$ cat src/rtl/imu_afp_pkg.sv
// ----------------------------------------------------------------------------
// imu_afp_pkg: shared types and constants of the attitude frame parser
// Frame marker, angle store size and the result word carried to the output.
// ----------------------------------------------------------------------------
`default_nettype none

package imu_afp_pkg;

  // Every frame opens with this byte twice.
  localparam logic [7:0] SYNC_BYTE = 8'h55;

  // Number of payload bytes that are kept for the angle codes.
  localparam int unsigned ANGLE_BYTES = 6;
  localparam int unsigned ANGLE_IDX_W = $clog2(ANGLE_BYTES);

  // Width of the length and position counters.
  localparam int unsigned LEN_W = 6;

  typedef logic [7:0] byte_t;

  typedef struct packed {
    logic signed [15:0] roll;
    logic signed [15:0] pitch;
    logic signed [15:0] yaw;
  } angles_t;

endpackage

`default_nettype wire

$ cat src/rtl/imu_attitude_frame_parser.sv
// ----------------------------------------------------------------------------
// imu_attitude_frame_parser: sync/length/checksum frame parser for attitude
// Finds 0x55 0x55 framed messages in a byte stream and emits angle codes.
// ----------------------------------------------------------------------------
// The block takes one received byte per input word and hunts for frames laid
// out as two 0x55 sync bytes, a message id, a length of at most MAX_PAYLOAD,
// the payload and a checksum, which is the 8-bit wrapping sum of every earlier
// frame byte including the sync bytes. The first six payload bytes are kept;
// a short payload leaves older bytes (or zero after reset) in place. When the
// checksum matches and the id equals attitude_message_id (written through
// cfg_write_en / cfg_write_data, reset value 1), one output word carries the
// signed roll, pitch and yaw codes taken little endian from payload bytes 1:0,
// 3:2 and 5:4; degrees equal code * 180 / 32768. Each input word is taken into
// an input register and handled by the parser step once that register may
// advance; the result is loaded into the output register when the parser step
// handles its checksum byte. The block sustains one byte per cycle, and it
// only waits when it must deliver a result while the output register still
// holds an untaken one. Configuration should be written while no frame is in
// flight.
// ----------------------------------------------------------------------------
`default_nettype none

module imu_attitude_frame_parser import imu_afp_pkg::*; #(
  parameter int unsigned MAX_PAYLOAD = 32
) (
  input  wire logic        clk,
  input  wire logic        rst,

  input  wire logic        cfg_write_en,
  input  wire logic [7:0]  cfg_write_data,

  input  wire logic        in_valid,
  output logic             in_stall,
  input  wire logic [7:0]  rx_byte,

  output logic             out_valid,
  input  wire logic        out_stall,
  output logic signed [15:0] roll_code,
  output logic signed [15:0] pitch_code,
  output logic signed [15:0] yaw_code
);

  // Id of the frames that carry attitude angles.
  byte_t attitude_message_id;

  // Input register: one byte waiting for the parser step.
  logic  in_full;
  byte_t in_byte;

  logic    in_accept;
  logic    advance;
  logic    hit;
  angles_t angles;
  angles_t result;

  always_ff @(posedge clk) begin
    if (rst) begin
      attitude_message_id <= 8'd1;
    end else if (cfg_write_en) begin
      attitude_message_id <= cfg_write_data;
    end
  end

  // The held byte moves through the parser unless it completes a good frame
  // while the output register is still occupied and stalled.
  assign advance   = in_full && (!hit || !out_valid || !out_stall);
  assign in_stall  = in_full && !advance;
  assign in_accept = in_valid && !in_stall;

  always_ff @(posedge clk) begin
    if (rst) begin
      in_full <= 1'b0;
    end else if (in_accept) begin
      in_full <= 1'b1;
    end else if (advance) begin
      in_full <= 1'b0;
    end
  end

  always_ff @(posedge clk) begin
    if (in_accept) begin
      in_byte <= rx_byte;
    end
  end

  imu_afp_parser #(
    .MAX_PAYLOAD (MAX_PAYLOAD)
  ) u_parser (
    .clk         (clk),
    .rst         (rst),
    .step        (advance),
    .rx_byte     (in_byte),
    .attitude_id (attitude_message_id),
    .hit         (hit),
    .angles      (angles)
  );

  imu_afp_result_reg u_result (
    .clk       (clk),
    .rst       (rst),
    .load      (advance && hit),
    .load_data (angles),
    .out_stall (out_stall),
    .out_valid (out_valid),
    .data      (result)
  );

  assign roll_code  = result.roll;
  assign pitch_code = result.pitch;
  assign yaw_code   = result.yaw;

  // A good frame that the parser consumes always shows up at the output.
  a_hit_loads: assert property (@(posedge clk) disable iff (rst)
    advance && hit |=> out_valid)
    else $error("accepted frame did not reach the output register");

  // A waiting result is never overwritten by a newer one.
  a_no_overwrite: assert property (@(posedge clk) disable iff (rst)
    out_valid && out_stall && in_full && hit |-> !advance)
    else $error("pending result would be overwritten");

  // A byte held in the input register stays put until the parser takes it.
  a_hold_byte: assert property (@(posedge clk) disable iff (rst)
    in_full && !advance |=> in_full && $stable(in_byte))
    else $error("held input byte lost or changed");

endmodule

`default_nettype wire

$ cat src/rtl/imu_afp_parser.sv
// ----------------------------------------------------------------------------
// imu_afp_parser: frame state machine, checksum and angle byte store
// Consumes one byte per step and flags a frame that passes check and id match.
// ----------------------------------------------------------------------------
`default_nettype none

module imu_afp_parser import imu_afp_pkg::*; #(
  parameter int unsigned MAX_PAYLOAD = 32
) (
  input  wire logic  clk,
  input  wire logic  rst,
  input  wire logic  step,
  input  wire byte_t rx_byte,
  input  wire byte_t attitude_id,
  output logic       hit,
  output angles_t    angles
);

  typedef enum logic [2:0] {
    PH_SYNC1 = 3'd0,
    PH_SYNC2 = 3'd1,
    PH_ID    = 3'd2,
    PH_LEN   = 3'd3,
    PH_DATA  = 3'd4,
    PH_CHECK = 3'd5
  } phase_t;

  localparam byte_t MAX_LEN = byte_t'(MAX_PAYLOAD);

  phase_t            phase;
  byte_t             running_sum;
  byte_t             frame_id;
  logic [LEN_W-1:0]  payload_length;
  logic [LEN_W-1:0]  payload_position;
  byte_t             angle_bytes [ANGLE_BYTES];

  logic [LEN_W-1:0]  position_next;
  byte_t             sum_next;

  assign position_next = payload_position + LEN_W'(1);
  assign sum_next      = running_sum + rx_byte;

  // A frame is a hit when the byte in the checksum slot equals the sum so far and its id equals attitude_id.
  assign hit = (phase == PH_CHECK) && (running_sum == rx_byte) &&
               (frame_id == attitude_id);

  assign angles.roll  = {angle_bytes[1], angle_bytes[0]};
  assign angles.pitch = {angle_bytes[3], angle_bytes[2]};
  assign angles.yaw   = {angle_bytes[5], angle_bytes[4]};

  always_ff @(posedge clk) begin
    if (rst) begin
      phase            <= PH_SYNC1;
      running_sum      <= '0;
      frame_id         <= '0;
      payload_length   <= '0;
      payload_position <= '0;
      for (int i = 0; i < ANGLE_BYTES; i++) begin
        angle_bytes[i] <= '0;
      end
    end else if (step) begin
      unique case (phase)
        PH_SYNC2: begin
          if (rx_byte == SYNC_BYTE) begin
            running_sum <= sum_next;
            phase       <= PH_ID;
          end else begin
            phase <= PH_SYNC1;
          end
        end
        PH_ID: begin
          frame_id    <= rx_byte;
          running_sum <= sum_next;
          phase       <= PH_LEN;
        end
        PH_LEN: begin
          if (rx_byte <= MAX_LEN) begin
            payload_length   <= rx_byte[LEN_W-1:0];
            running_sum      <= sum_next;
            payload_position <= '0;
            phase            <= (rx_byte != '0) ? PH_DATA : PH_CHECK;
          end else begin
            phase <= PH_SYNC1;
          end
        end
        PH_DATA: begin
          if (payload_position < LEN_W'(ANGLE_BYTES)) begin
            angle_bytes[payload_position[ANGLE_IDX_W-1:0]] <= rx_byte;
          end
          running_sum      <= sum_next;
          payload_position <= position_next;
          if (position_next == payload_length) begin
            phase <= PH_CHECK;
          end
        end
        PH_CHECK: begin
          phase <= PH_SYNC1;
        end
        default: begin
          if (rx_byte == SYNC_BYTE) begin
            running_sum <= rx_byte;
            phase       <= PH_SYNC2;
          end else begin
            phase <= PH_SYNC1;
          end
        end
      endcase
    end
  end

endmodule

`default_nettype wire

$ cat src/rtl/imu_afp_result_reg.sv
// ----------------------------------------------------------------------------
// imu_afp_result_reg: output register of the attitude frame parser
// Holds one finished angle word until the receiver takes it.
// ----------------------------------------------------------------------------
`default_nettype none

module imu_afp_result_reg import imu_afp_pkg::*; (
  input  wire logic    clk,
  input  wire logic    rst,
  input  wire logic    load,
  input  wire angles_t load_data,
  input  wire logic    out_stall,
  output logic         out_valid,
  output angles_t      data
);

  always_ff @(posedge clk) begin
    if (rst) begin
      out_valid <= 1'b0;
    end else if (load) begin
      out_valid <= 1'b1;
    end else if (!out_stall) begin
      out_valid <= 1'b0;
    end
  end

  always_ff @(posedge clk) begin
    if (load) begin
      data <= load_data;
    end
  end

endmodule

`default_nettype wire
$ cat config.mk
export PLATFORM = sky130hd
export DESIGN_NAME = imu_attitude_frame_parser
export DESIGN_NICKNAME = d
export VERILOG_FILES = /design/src/rtl/imu_afp_pkg.sv /design/src/rtl/imu_attitude_frame_parser.sv /design/src/rtl/imu_afp_parser.sv /design/src/rtl/imu_afp_result_reg.sv
export SDC_FILE = /design/constraint.sdc
export NUM_CORES = 1
export LEC_CHECK = 0
export BUFFER_PORTS_ARGS = -buffer_cell sky130_fd_sc_hd__buf_2
export CAP_MARGIN = 5
export CORE_MARGIN = 4
export CORE_UTILIZATION = 44
export DETAILED_ROUTE_END_ITERATION = 12
export PLACE_DENSITY = 0.66
export SLEW_MARGIN = 20
export SYNTH_ARGS = -nofsm -noshare
export SYNTH_HDL_FRONTEND = slang
export SYNTH_SLANG_ARGS = --single-unit
$ cat constraint.sdc
create_clock -name clk -period 8.8 [get_ports clk]
set_input_delay 2.2 -clock clk [delete_from_list [all_inputs] [get_ports clk]]
set_output_delay 2.2 -clock clk [all_outputs]
set_load 0.005 [all_outputs]
After elaboration in Yosys (flattened, before gate mapping)

Memories as Yosys holds them, arrays and structs flattened. A register that Yosys moved wholly into a read port is not among the register bits.
Index checks and enable logic that the tools add are counted.

Bits in registers: 49
Memory bits (writable): 48
Output and inout port bits: 50
Memories: 1

$add $sub $neg: 2
$lt $le $gt $ge: 2
Equality and inequality tests: 13
Mux-type cells: 26
Bitwise operators: 1
Reductions and logical operators: 24

Memory list:

| memory               | words | width | read ports | clocked after Yosys merged registers in | wr ports | RTL line             | source |
|---|---|---|---|---|---|---|---|
| u_parser.angle_bytes | 6     | 8     | 6          | 6                                       | 6        | imu_afp_parser.sv:35 | `byte_t angle_bytes [ANGLE_BYTES];` |

Operator list:

| cell                                                                              | number |
|---|---|
| 8-bit two-way mux                                                                 | 4 |
| 8-bit one-hot mux with 4 select lines                                             | 1 |
| 8-bit equality test                                                               | 2 |
| 3-bit one-hot mux with 5 select lines                                             | 1 |
| 1-bit two-way mux                                                                 | 14 |
| 6-bit one-hot mux with 2 select lines                                             | 1 |
| 3-bit two-way mux                                                                 | 3 |
| 8-bit adder                                                                       | 1 |
| 8-bit by 7-bit equality test with 1-bit output (second input constant)            | 1 |
| 8-bit by 6-bit less-or-equal comparator with 1-bit output (second input constant) | 1 |
| 2-bit by 1-bit inequality test with 1-bit output (second input constant)          | 4 |
| 8-bit nonzero test                                                                | 1 |
| 8-bit OR reduction                                                                | 1 |
| 6-bit by 1-bit adder with 6-bit output (second input constant)                    | 1 |
| 3-bit by 2-bit equality test with 1-bit output (second input constant)            | 2 |
| 3-bit equality test (second input constant)                                       | 2 |
| 6-bit equality test                                                               | 1 |
| 1-bit logical AND                                                                 | 6 |
| 6-bit by 3-bit < comparator with 1-bit output (second input constant)             | 1 |
| 6-bit two-way mux                                                                 | 1 |
| 3-bit AND reduction                                                               | 2 |
| 1-bit zero test                                                                   | 5 |
| 5-bit AND reduction                                                               | 1 |
| 2-bit AND reduction                                                               | 2 |
| 7 further kinds                                                                   | 9 |

Depth between registers and ports, before layout

Gate-level depths: netlist of the first run.

Depth in word-level cells: 12
Gate-level depth with buffers: 9
Depth with buffers taken out: 9

By module

A second synthesis of the first run with hierarchy kept.

Cell total of the unflattened synthesis: 451
Area, all modules: 5820.6 um^2

Modules (own cells, without submodules):

| module                    | instances | cells each | area an instance (um^2) | seq. area each (um^2) |
|---|---|---|---|---|
| imu_afp_parser            | 1         | 356        | 3756.1                  | 2062.0 |
| imu_afp_result_reg        | 1         | 51         | 1470.2                  | 1461.4 |
| imu_attitude_frame_parser | 1         | 44         | 594.3                   | 420.4 |

Worst setup path before layout of the first run

No wires, ideal clock.

Path type: in2out
From: input port out_stall
To: output port in_stall
Data arrival time: 2470 ps
Data required time: 6600 ps
Setup slack: 4130 ps
Stages: 2
Path buffers: 0
Cells stage by stage: nand2_1 -> nor2_1

Cells in the longest elaborated chain, start to end: 5

RTL lines:

| element            | RTL line                        | source |
|---|---|---|
| start: declaration | imu_attitude_frame_parser.sv:37 | `input wire logic out_stall,` |
| 1-bit zero test    | --                              |  |
| 1-bit logical OR   | imu_attitude_frame_parser.sv:66 | `assign advance = in_full && (!hit \|\| !out_valid \|\| !out_stall);` |
| 1-bit logical AND  | imu_attitude_frame_parser.sv:66 |  |
| 1-bit zero test    | imu_attitude_frame_parser.sv:67 | `assign in_stall = in_full && !advance;` |
| 1-bit logical AND  | imu_attitude_frame_parser.sv:67 |  |
| end: declaration   | imu_attitude_frame_parser.sv:33 | `output logic in_stall,` |

No other way between the ends.

Worst setup path in the final report of the first run

Same ends and word-level chain as after synthesis.

==> results_dict.tcl, run 1 <==
set metrics [dict create \
    outcome "complete, no violations" \
    placed_area_um2 6410 \
    ctsRootBufferMaster "clkbuf_16" \
    cpPeakStageDelay_ns 0.20 \
    fin_crit_ns 4.920 \
    num_rows 42 \
    switching_share_pct 21.24 \
    die_w_um 124.0 \
    irDropWorstVdd_uv 128.1 \
    via_count 3591 \
    grt_pass1_vias 3433 \
    grt_overflow_total 0 \
    worst_pin_slew_ns 0.9555 \
    setup_tns_ns 0 \
    comb_power_share_pct 2.8 \
    drv_cap 0 \
    cts_resized 0 \
    cts_tree "built" \
    final_area_um2 6962 \
    instances_no_fill 719 \
    ys_ff_latch 145 \
    dieArea_um2 15380 \
    wl_per_cell_um 15.16 \
    max_freq_mhz 203.2 \
    synth_flop_cell "edfxtp_1" \
    cp.arrival_ns 2.72 \
    drt_iter0_drc 261 \
    synth_area_leader_cell "edfxtp_1" \
    p_leak_nw 2.606 \
    p_seq_share_pct 52.3 \
    worstSetupStartpointType "input port" \
    period_share_pct 55.91 \
    drc_errors 0 \
    grt_start_max_net_pins 52 \
    place_congestion 0.8367 \
    hold_viol 0 \
    layout_setup_ws_ns 3.880 \
    gr-usage-all-layers_pct 15.14 \
    utilization_pct 52.78 \
    rrSetupSlack_ns 5.63 \
    end_kind "output pin" \
    ys_top_cells_by_count "104 x edfxtp_1, 65 x nor2_1, 41 x dfxtp_1" \
    path_class "in -> out" \
    ys_types 59 \
    place_ws_ns 3.877 \
    avgSynthCellArea_um2 12.91 \
    nets 560 \
    htree_levels 4 \
    async_flop_share_pct 0 \
    p_per_area_nw_per_um2 208.5 \
    path_common_cell "buf_2" \
    yosysSeqAreaShare_pct 66.57 \
    firstDrtPassIters 4 \
    crit_buf_inv 2 \
    placed_cells 687 \
    initial_utilization_pct 44.92 \
    cts_setup_buffers 0 \
    hp-class "reg -> reg" \
    synth_edf_count 104 \
    core_area_um2 13190 \
    drive_gt1_share_pct 21.73 \
    clockPowerShare_pct 44.9 \
    synth_nets 489 \
    worstPathCellList "buf_2 -> nand2_1 -> nor2_1 -> buf_2" \
    yosysMostFrequentCell "edfxtp_1" \
    area_delta_synth_final_pct 17.51 \
    cts_hold_buf 0 \
    ios 71 \
    p_int_w 0.001143 \
    clk_pin_slew_ns 0.05 \
    syn_inst 459 \
    wl_mm 10.90 \
    p_sw_w 0.0003084 \
    critical_path.max_fanout 4 \
    die_y_um 124.0 \
    ant_nets 0 \
    required_ns 6.60 \
    drv_slew 0 \
    maxSlewHeadroom_pct 36.30 \
    synth_top_area_share_pct 52.71 \
    antenna_cells 0 \
    grt_pass1_wl_mm 17.51 \
    antenna_found_initial 0 \
    yosysWarnings 0 \
    ys_top_cells_by_area "edfxtp_1 53%, dfxtp_1 14%, nor2_1 4.1%, xnor2_1 2.8%, mux2i_1 2.7%" \
    crit_path_top_delay_cell "nor2_1" \
    cp_top_family "simple AND/OR/NAND/NOR gates" \
    cts_buffer_depth 2 \
    fin_skew_ns 0.01342 \
    rsz0062_at_grt "false" \
    finalSetupViolCount 0 \
    worstSkewPairLatency_ns 0.42 \
    cts_sinks 145 \
    dpl.hpwl_mm 7.152 \
    cts_buffers 17 \
    synthesis.area_um2 5924 \
    via_per_inst 4.994 \
    io_buffers 70 \
]
==> stage by stage <==
step	hold slack, ns	power, W
2_1_floorplan	0.4003	0.0007949
3_3_place_gp	0.4060	0.0008119
3_5_place_dp	0.4063	0.0008144
4_1_cts	0.4196	0.001467
5_1_grt	0.4232	0.001504
6_report	0.4142	0.001452
==> layout make-up <==
class	count	area [um2]
well taps	176	220.2
fillers	1114	6228
clock inverters	15	117.6
inverters	7	26.28
repair buffers	72	365.4
flip-flops and latches	145	3944
clock buffers	17	425.4
multi-input cells	287	1863
==> power groups by stage <==
stage	clock (W)	sequential, W	combinational, W
finish	0.000652	0.000759	0.0000408
global route	0.000698	0.000760	0.0000456
CTS	0.000667	0.000759	0.0000412
detailed placement	0	0.000773	0.0000410
global placement	0	0.000772	0.0000396
floorplan	0	0.000763	0.0000323
==> placed cells by master (no fill, tap or decap), types with 4 or more instances in the layout <==
master / instances
a21oi_1: 14
nand2_1: 23
nand3_1: 8
nor2b_1: 7
and2_1: 22
buf_2: 70
dfxtp_1: 41
xor2_1: 4
nand4_1: 4
a311oi_1: 4
nor4_1: 4
edfxtp_1: 104
a21o_1: 4
clkbuf_16: 17
a31oi_1: 4
nor3_1: 6
xnor2_1: 19
nor2_1: 65
ha_1: 8
nand2b_1: 13
mux2i_1: 16
clkinv_1: 4
inv_1: 7
and3_1: 6
o21ai_0: 13
==> sequential cells by signal (all words and copies together), names as in the netlist, 8 cells and up <==
signal,flops
attitude_message_id,8
in_byte,8
pitch_code,16
roll_code,16
u_parser.angle_bytes,48
u_parser.frame_id,8
u_parser.running_sum,8
yaw_code,16
==> kinds of logic after synthesis <==
group	after synthesis	synth area share, %
DFF	145	66.57
xor gates and xnor gates	23	3.400
and+or+nand+nor	176	15.21
muxes	17	2.893
buffers and inverters	27	2.154
adders and majority gates	9	2.028
AOI/OAI and AO/OA	62	7.751
==> worst register-to-register path: cells and delay by family (launching register included) <==
family                   cells  cell delay (ns)
flip-flops                   1             0.61
AND/OR/NAND/NOR              5             1.16
AO/OA/AOI/OAI                1             0.39
buffers and inverters        1             0.31
adder cells (fa/ha/maj)      1             0.47
==> path summary, 6_finish.rpt <==
| check | cells after the start | start | end |
|---|---|---|---|
| setup / recovery | 4 | out_stall | in_stall |
| hold / removal | 0 | u_parser.angle_bytes[0][7] | roll_code[7] |
| setup reg to reg | 8 | in_byte[3] | u_parser.angle_bytes[3][1] |
| hold reg to reg | 0 | u_parser.angle_bytes[0][7] | roll_code[7] |
==> routing by layer <==
| metal | up-vias | GRT usage [%] | wire (um) |
|---|---|---|---|
| li1 | 1804 | - | - |
| met1 | 1649 | 19.71 | 5049 |
| met2 | 132 | 23.59 | 4960 |
| met3 | 6 | 4.814 | 823 |
| met4 | 0 | 6.092 | 65 |
| met5 | - | 0 | 0 |
(Power assumes the default switching activity.)
==> run 2, diff against run 1 <==
--- a/config.mk
+++ b/config.mk
@@ -5,6 +5,7 @@
 export SDC_FILE = /design/constraint.sdc
 export NUM_CORES = 1
 export LEC_CHECK = 0
+export ABC_AREA = 1
 export BUFFER_PORTS_ARGS = -buffer_cell sky130_fd_sc_hd__buf_2
 export CAP_MARGIN = 5
 export CORE_MARGIN = 4
==> constraint.sdc (replaced) <==
create_clock -name clk -period 4.73 [get_ports clk]
set_input_delay 1.1825 -clock clk [delete_from_list [all_inputs] [get_ports clk]]
set_output_delay 1.1825 -clock clk [all_outputs]
set_load 0.005 [all_outputs]
==> run 2 against run 1 <==
Sequential power grew 86%. Critical path depth grew 8. Clock power grew 110%. Largest power group unchanged.
==> results_dict.tcl, run 2 <==
set metrics [dict create \
    via_count 4271 \
    min_from "u_parser.angle_bytes[4][7]" \
    synth_flop_cell "edfxtp_1" \
    drt_iter0_drc 369 \
    cp.arrival_ns 3.74 \
    synth_top_area_share_pct 51.72 \
    cts_buffers 17 \
    area_delta_synth_final_pct 19.13 \
    final_common_cell "nand2_1" \
    die_w_um 125.1 \
    grt_pass1_wl_mm 20.76 \
    met2_length_mm 5.910 \
    htree_levels 4 \
    ys_top_cells_by_count "126 x nand2_1, 104 x edfxtp_1, 87 x nor2_1" \
    finalSetupViolCount 0 \
    worst_pin_slew_ns 0.8803 \
    seq_area_um2 3944 \
    period_share_pct 75.90 \
    fillers 1173 \
    via_per_inst 5.013 \
    clk_pin_slew_ns 0.06 \
    r2r-start "in_byte[3]" \
    m1WireLength_mm 5.286 \
    ys_top_cells_by_area "edfxtp_1 52%, dfxtp_1 14%, nand2_1 7.8%, nor2_1 5.4%, inv_1 3.6%" \
    synthesis.area_um2 6038 \
    dieArea_um2 15660 \
    critical_path.max_fanout 25 \
    synth_nets 611 \
    critPathLaunch "in_byte[3]" \
    io_buffers 70 \
    yosysSeqAreaShare_pct 65.31 \
    gr-usage-all-layers_pct 16.84 \
    synth_edf_count 104 \
    maxSlewHeadroom_pct 40.95 \
    top_layer "met4" \
    ctsRootBufferMaster "clkbuf_16" \
    yosysMostFrequentCell "nand2_1" \
    antenna_found_initial 0 \
    crit_path_top_delay_cell "clkinv_1" \
    async_flop_share_pct 0 \
    worstSkewPairLatency_ns 0.42 \
    fin_skew_ns 0.007406 \
    dpl.hpwl_mm 8.998 \
    placed_area_um2 6591 \
    syn_inst 581 \
    multi_input_area_um2 1815 \
    required_ns 4.88 \
    firstDrtPassIters 5 \
    outcome "complete, no violations" \
    drv_slew 0 \
    ys_types 36 \
    initial_utilization_pct 45.24 \
    p_leak_nw 2.816 \
    hold_viol 0 \
    yosysWarnings 0 \
    cpPeakStageDelay_ns 0.71 \
    fin_crit_ns 3.590 \
    path_class "reg -> reg" \
    path_common_cell "nor2_1" \
    hp-class "reg -> reg" \
    p_per_area_nw_per_um2 394.6 \
    mostFrequentLayoutCells "126 x nand2_1, 104 x edfxtp_1, 87 x nor2_1, 70 x buf_2, 57 x inv_1" \
    worstPathCellList "ha_1 -> nor2_1 -> nand2_1 -> nor2_1 -> nand2_1 -> nor2_1 -> nand3_2 -> nand2_2 -> inv_2 -> nand4_1 -> clkinv_1 -> buf_4" \
    regMostFlops "u_parser.angle_bytes" \
    avgSynthCellArea_um2 10.39 \
    nets 693 \
    worstSetupStartpointType "flip-flop" \
    end_kind "flip-flop" \
    drive_gt1_share_pct 18.49 \
    cts_tree "built" \
    cts_hold_buf 0 \
    cts_buffer_depth 2 \
    max_freq_mhz 278.6 \
    drv_cap 0 \
    die_y_um 125.1 \
    ant_nets 0 \
    grt_pass1_vias 4236 \
    cts_sinks 145 \
    grt_start_max_net_pins 29 \
    ios 71 \
    met3_length_mm 1.014 \
    irDropWorstVdd_uv 191.5 \
    drc_errors 0 \
    antenna_cells 0 \
    cts_setup_buffers 0 \
    wl_per_cell_um 14.70 \
    setup_tns_ns 0 \
    synth_area_leader_cell "edfxtp_1" \
    grt_overflow_total 0 \
    ys_ff_latch 145 \
    final_area_um2 7193 \
    core_area_um2 13350 \
    place_congestion 0.9046 \
    num_rows 42 \
    cts_resized 0 \
    wl_mm 12.53 \
    largest_reg_flops 48 \
    rsz0062_at_grt "false" \
]
==> run 2: cell types whose count changed after synthesis, sizes merged, moves of 5 or more <==
cell    change
nand4       +8
inv        +55
clkbuf      -5
nand3      +31
mux2i      -16
nand2b     -13
nor2b       -6
nand2     +106
xnor2      -14
a21oi      +23
nor2       +23
and2       -22
and3        -7
==> run 2: logic make-up (layout without fill, tap and decap cells) <==
family	count (synthesis)	count (layout)	synth area share, %
compound gates	66	66	5.885
xor+xnor	7	7	1.015
fa+ha+maj	9	9	1.989
buf+inv	74	169	4.703
flops	145	145	65.31
simple gates	280	280	21.09
==> run 2: area by class of cell <==
class | count | share of cell area, %
Clock buffer | 18 | 5.966
Clock inverter | 14 | 2.331
Inverter | 63 | 3.288
Multi-Input combinational cell | 362 | 25.24
Sequential cell | 145 | 54.83
Tap cell | 176 | 3.061
Timing Repair Buffer | 74 | 5.288
==> run 2: worst paths after layout <==
check	cells after the start	slack [ns]	to
worst max-delay path	12	1.14	roll_code[3]
worst min-delay path	0	0.42	yaw_code[7]
worst max register to register	12	1.14	roll_code[3]
worst min register to register	0	0.42	yaw_code[7]
==> run 2: routing by layer <==
layer  vias up  GRT usage (%)
met3        30          6.013
met4         0          7.781
met2       169          27.17
met1      1953          20.28
met5         -              0
li1       2119              -
==> run 2: stage by stage <==
| stage | hold slack (ns) | instances | setup WS (ns) | power (W) | util (%) |
|---|---|---|---|---|---|
| 2_1_floorplan | 0.4003 | 581 | 1.624 | 0.001487 | - |
| 3_3_place_gp | 0.4015 | 820 | 1.254 | 0.001519 | 49.38 |
| 3_5_place_dp | 0.4045 | 820 | 1.175 | 0.001521 | 49.38 |
| 4_1_cts | 0.4179 | 852 | 1.156 | 0.002859 | 53.85 |
| 5_1_grt | 0.4274 | 852 | 0.8780 | 0.002947 | 53.89 |
| 6_report | 0.4165 | 852 | 1.140 | 0.002839 | 53.89 |
==> run 2: worst max-delay path, delay by kind of cell (launching register included) <==
family                   cells  cell delay (ns)
AND/OR/NAND/NOR              8             0.98
buffers and inverters        3             1.39
flip-flops                   1             0.50
adder cells (fa/ha/maj)      1             0.41
==> run 2: power by group <==
part	switching, W	leakage [nW]	internal (W)
registers	0.0000204	1.32	0.00139
clock network	0.000547	0.292	0.000796
logic	0.0000594	1.20	0.0000290
==> run 3, diff against run 2 <==
--- a/config.mk
+++ b/config.mk
@@ -11,7 +11,7 @@
 export CORE_MARGIN = 4
 export CORE_UTILIZATION = 44
 export DETAILED_ROUTE_END_ITERATION = 12
-export PLACE_DENSITY = 0.66
+export PLACE_DENSITY = 0.68
 export SLEW_MARGIN = 20
 export SYNTH_ARGS = -nofsm -noshare
 export SYNTH_HDL_FRONTEND = slang
==> constraint.sdc (replaced) <==
create_clock -name clk -period 3.11 [get_ports clk]
set_input_delay 0.7775 -clock clk [delete_from_list [all_inputs] [get_ports clk]]
set_output_delay 0.7775 -clock clk [all_outputs]
set_load 0.005 [all_outputs]
==> run 3 against run 2 <==
Die area unchanged. Sequential power rose by 51%. Largest cell class unchanged. Global-route usage increased by 0.23 points. Clock power is 54% higher. Sequential share of layout area is 0.92 points lower. Count of clock-buffer cells in the layout shrank 1. Total power rose by 54%. Cell count up 1.4%.
==> results_dict.tcl, run 3 (synthesis results as in run 2) <==
set metrics [dict create \
    outcome "complete, no violations" \
    reg2reg_depth 12 \
    io_buffers 70 \
    worst_pin_slew_ns 0.4872 \
    final_common_cell "nand2_1" \
    gr-usage-all-layers_pct 17.06 \
    ctsRootBufferMaster "clkbuf_16" \
    ios 71 \
    cts_buffer_depth 2 \
    cts_sinks 145 \
    critPathLaunch "in_byte[3]" \
    critical_path.max_fanout 6 \
    mostFrequentLayoutCells "126 x nand2_1, 104 x edfxtp_1, 86 x nor2_1, 70 x buf_2, 58 x inv_1" \
    end_kind "output pin" \
    irDropWorstVdd_uv 363.0 \
    grt_start_max_net_pins 49 \
    core_area_um2 13350 \
    required_ns 2.33 \
    drc_errors 0 \
    die_y_um 125.1 \
    rrSetupSlack_ns 0.48 \
    dieArea_um2 15660 \
    worstSetupStartpointType "flip-flop" \
    drive_gt1_share_pct 20.20 \
    grt_pass1_wl_mm 21.19 \
    antenna_found_initial 0 \
    num_rows 42 \
    crit_end "in_stall" \
    r2r-start "in_byte[3]" \
    path_class "reg -> out" \
    p_leak_nw 2.880 \
    via_count 4346 \
    period_share_pct 92.05 \
    grt_overflow_total 0 \
    initial_utilization_pct 45.24 \
    regMostFlops "u_parser.angle_bytes" \
    drv_cap 0 \
    die_w_um 125.1 \
    wl_mm 12.59 \
    place_congestion 0.9551 \
    dpl.hpwl_mm 9.061 \
    worstSkewPairLatency_ns 0.42 \
    p_per_area_nw_per_um2 595.8 \
    hp-class "reg -> reg" \
    htree_levels 4 \
    nets 706 \
    firstDrtPassIters 6 \
    drv_slew 0 \
    largest_reg_flops 48 \
    fin_crit_ns 2.863 \
    area_delta_synth_final_pct 21.16 \
    max_freq_mhz 349.3 \
    fin_skew_ns 0.009812 \
    rr_endpoint "u_parser.angle_bytes[1][7]" \
    wl_per_cell_um 14.57 \
    setup_tns_ns 0 \
    cts_hold_buf 0 \
    cp.arrival_ns 2.09 \
    finalSetupViolCount 0 \
    ant_nets 0 \
    hold_viol 0 \
    grt_pass1_vias 4257 \
    clk_pin_slew_ns 0.06 \
    via_per_inst 5.030 \
    drt_iter0_drc 326 \
    antenna_cells 0 \
    rsz0062_at_grt "false" \
    cts_buffers 17 \
    maxSlewHeadroom_pct 67.42 \
    utilization_pct 54.81 \
    cts_tree "built" \
]
[run 3: cell types whose count changed in the layout (fill, tap and decap cells not counted), sizes merged]
cell	previous run	this run
clkbuf	18	17
buf	74	87
inv	70	68
bufinv	2	3
clkinv	4	5
[run 3: worst min path at each step]
stage | startpoint | to | slack [ns] | cells after the start
floorplan | u_parser.angle_bytes[2][0] | pitch_code[0] | 0.40 | 0
global placement | u_parser.angle_bytes[3][7] | pitch_code[15] | 0.41 | 0
detailed placement | u_parser.angle_bytes[3][2] | pitch_code[10] | 0.40 | 0
CTS | u_parser.angle_bytes[1][1] | roll_code[9] | 0.42 | 0
global route | u_parser.angle_bytes[1][1] | roll_code[9] | 0.43 | 0
finish | u_parser.angle_bytes[1][1] | roll_code[9] | 0.41 | 0
[run 3: stage by stage]
step	power (W)	hold WS, ns	area (um2)	std cells	worst slack (ns)
after floorplan	0.002261	0.4003	6038	581	0.2160
after global placement	0.002314	0.4085	6626	823	0.4860
after detailed placement	0.002319	0.4045	6626	823	0.4298
after CTS	0.004389	0.4169	7238	855	0.008044
after global routing	0.004532	0.4282	7316	864	0.07700
final	0.004359	0.4138	7316	864	0.2472
[run 3: power breakdown]
group | switching, W | leakage, nW | total (W) | internal [W]
Sequential | 0.0000247 | 1.32 | 0.00213 | 0.00211
Combinational | 0.000102 | 1.27 | 0.000159 | 0.0000571
Clock | 0.000792 | 0.295 | 0.00207 | 0.00127
[run 3: routing by layer]
layer	global-route usage (%)	vias up	routed length, um
met5	0	-	0
li1	-	2139	-
met3	5.203	32	929
met1	21.39	2016	5264
met2	27.30	159	5979
met4	7.781	0	417
[run 3: area by class of cell]
type	count	area, um2
clock buffers	17	425.4
clock inverters	14	178.9
fillers	1163	6032
inverters	63	236.5
multi-input cells	362	1821
flip-flops and latches	145	3944
well taps	176	220.2
repair buffers	87	490.5
[run 3: timing repair]
item,CTS,global route
setup endpoints to repair,1,1
setup buffers,1,9
resized for setup,0,4
pin swaps,0,1
[run 3: critical path, cell delays in order (launching register included)]
cell	delay [ns]
edfxtp_1	0.43
ha_1	0.39
nor2_1	0.12
nand2_1	0.06
nor2_1	0.09
nand2_1	0.07
nor2_1	0.15
nand3_2	0.11
nor2_2	0.12
buf_2	0.13
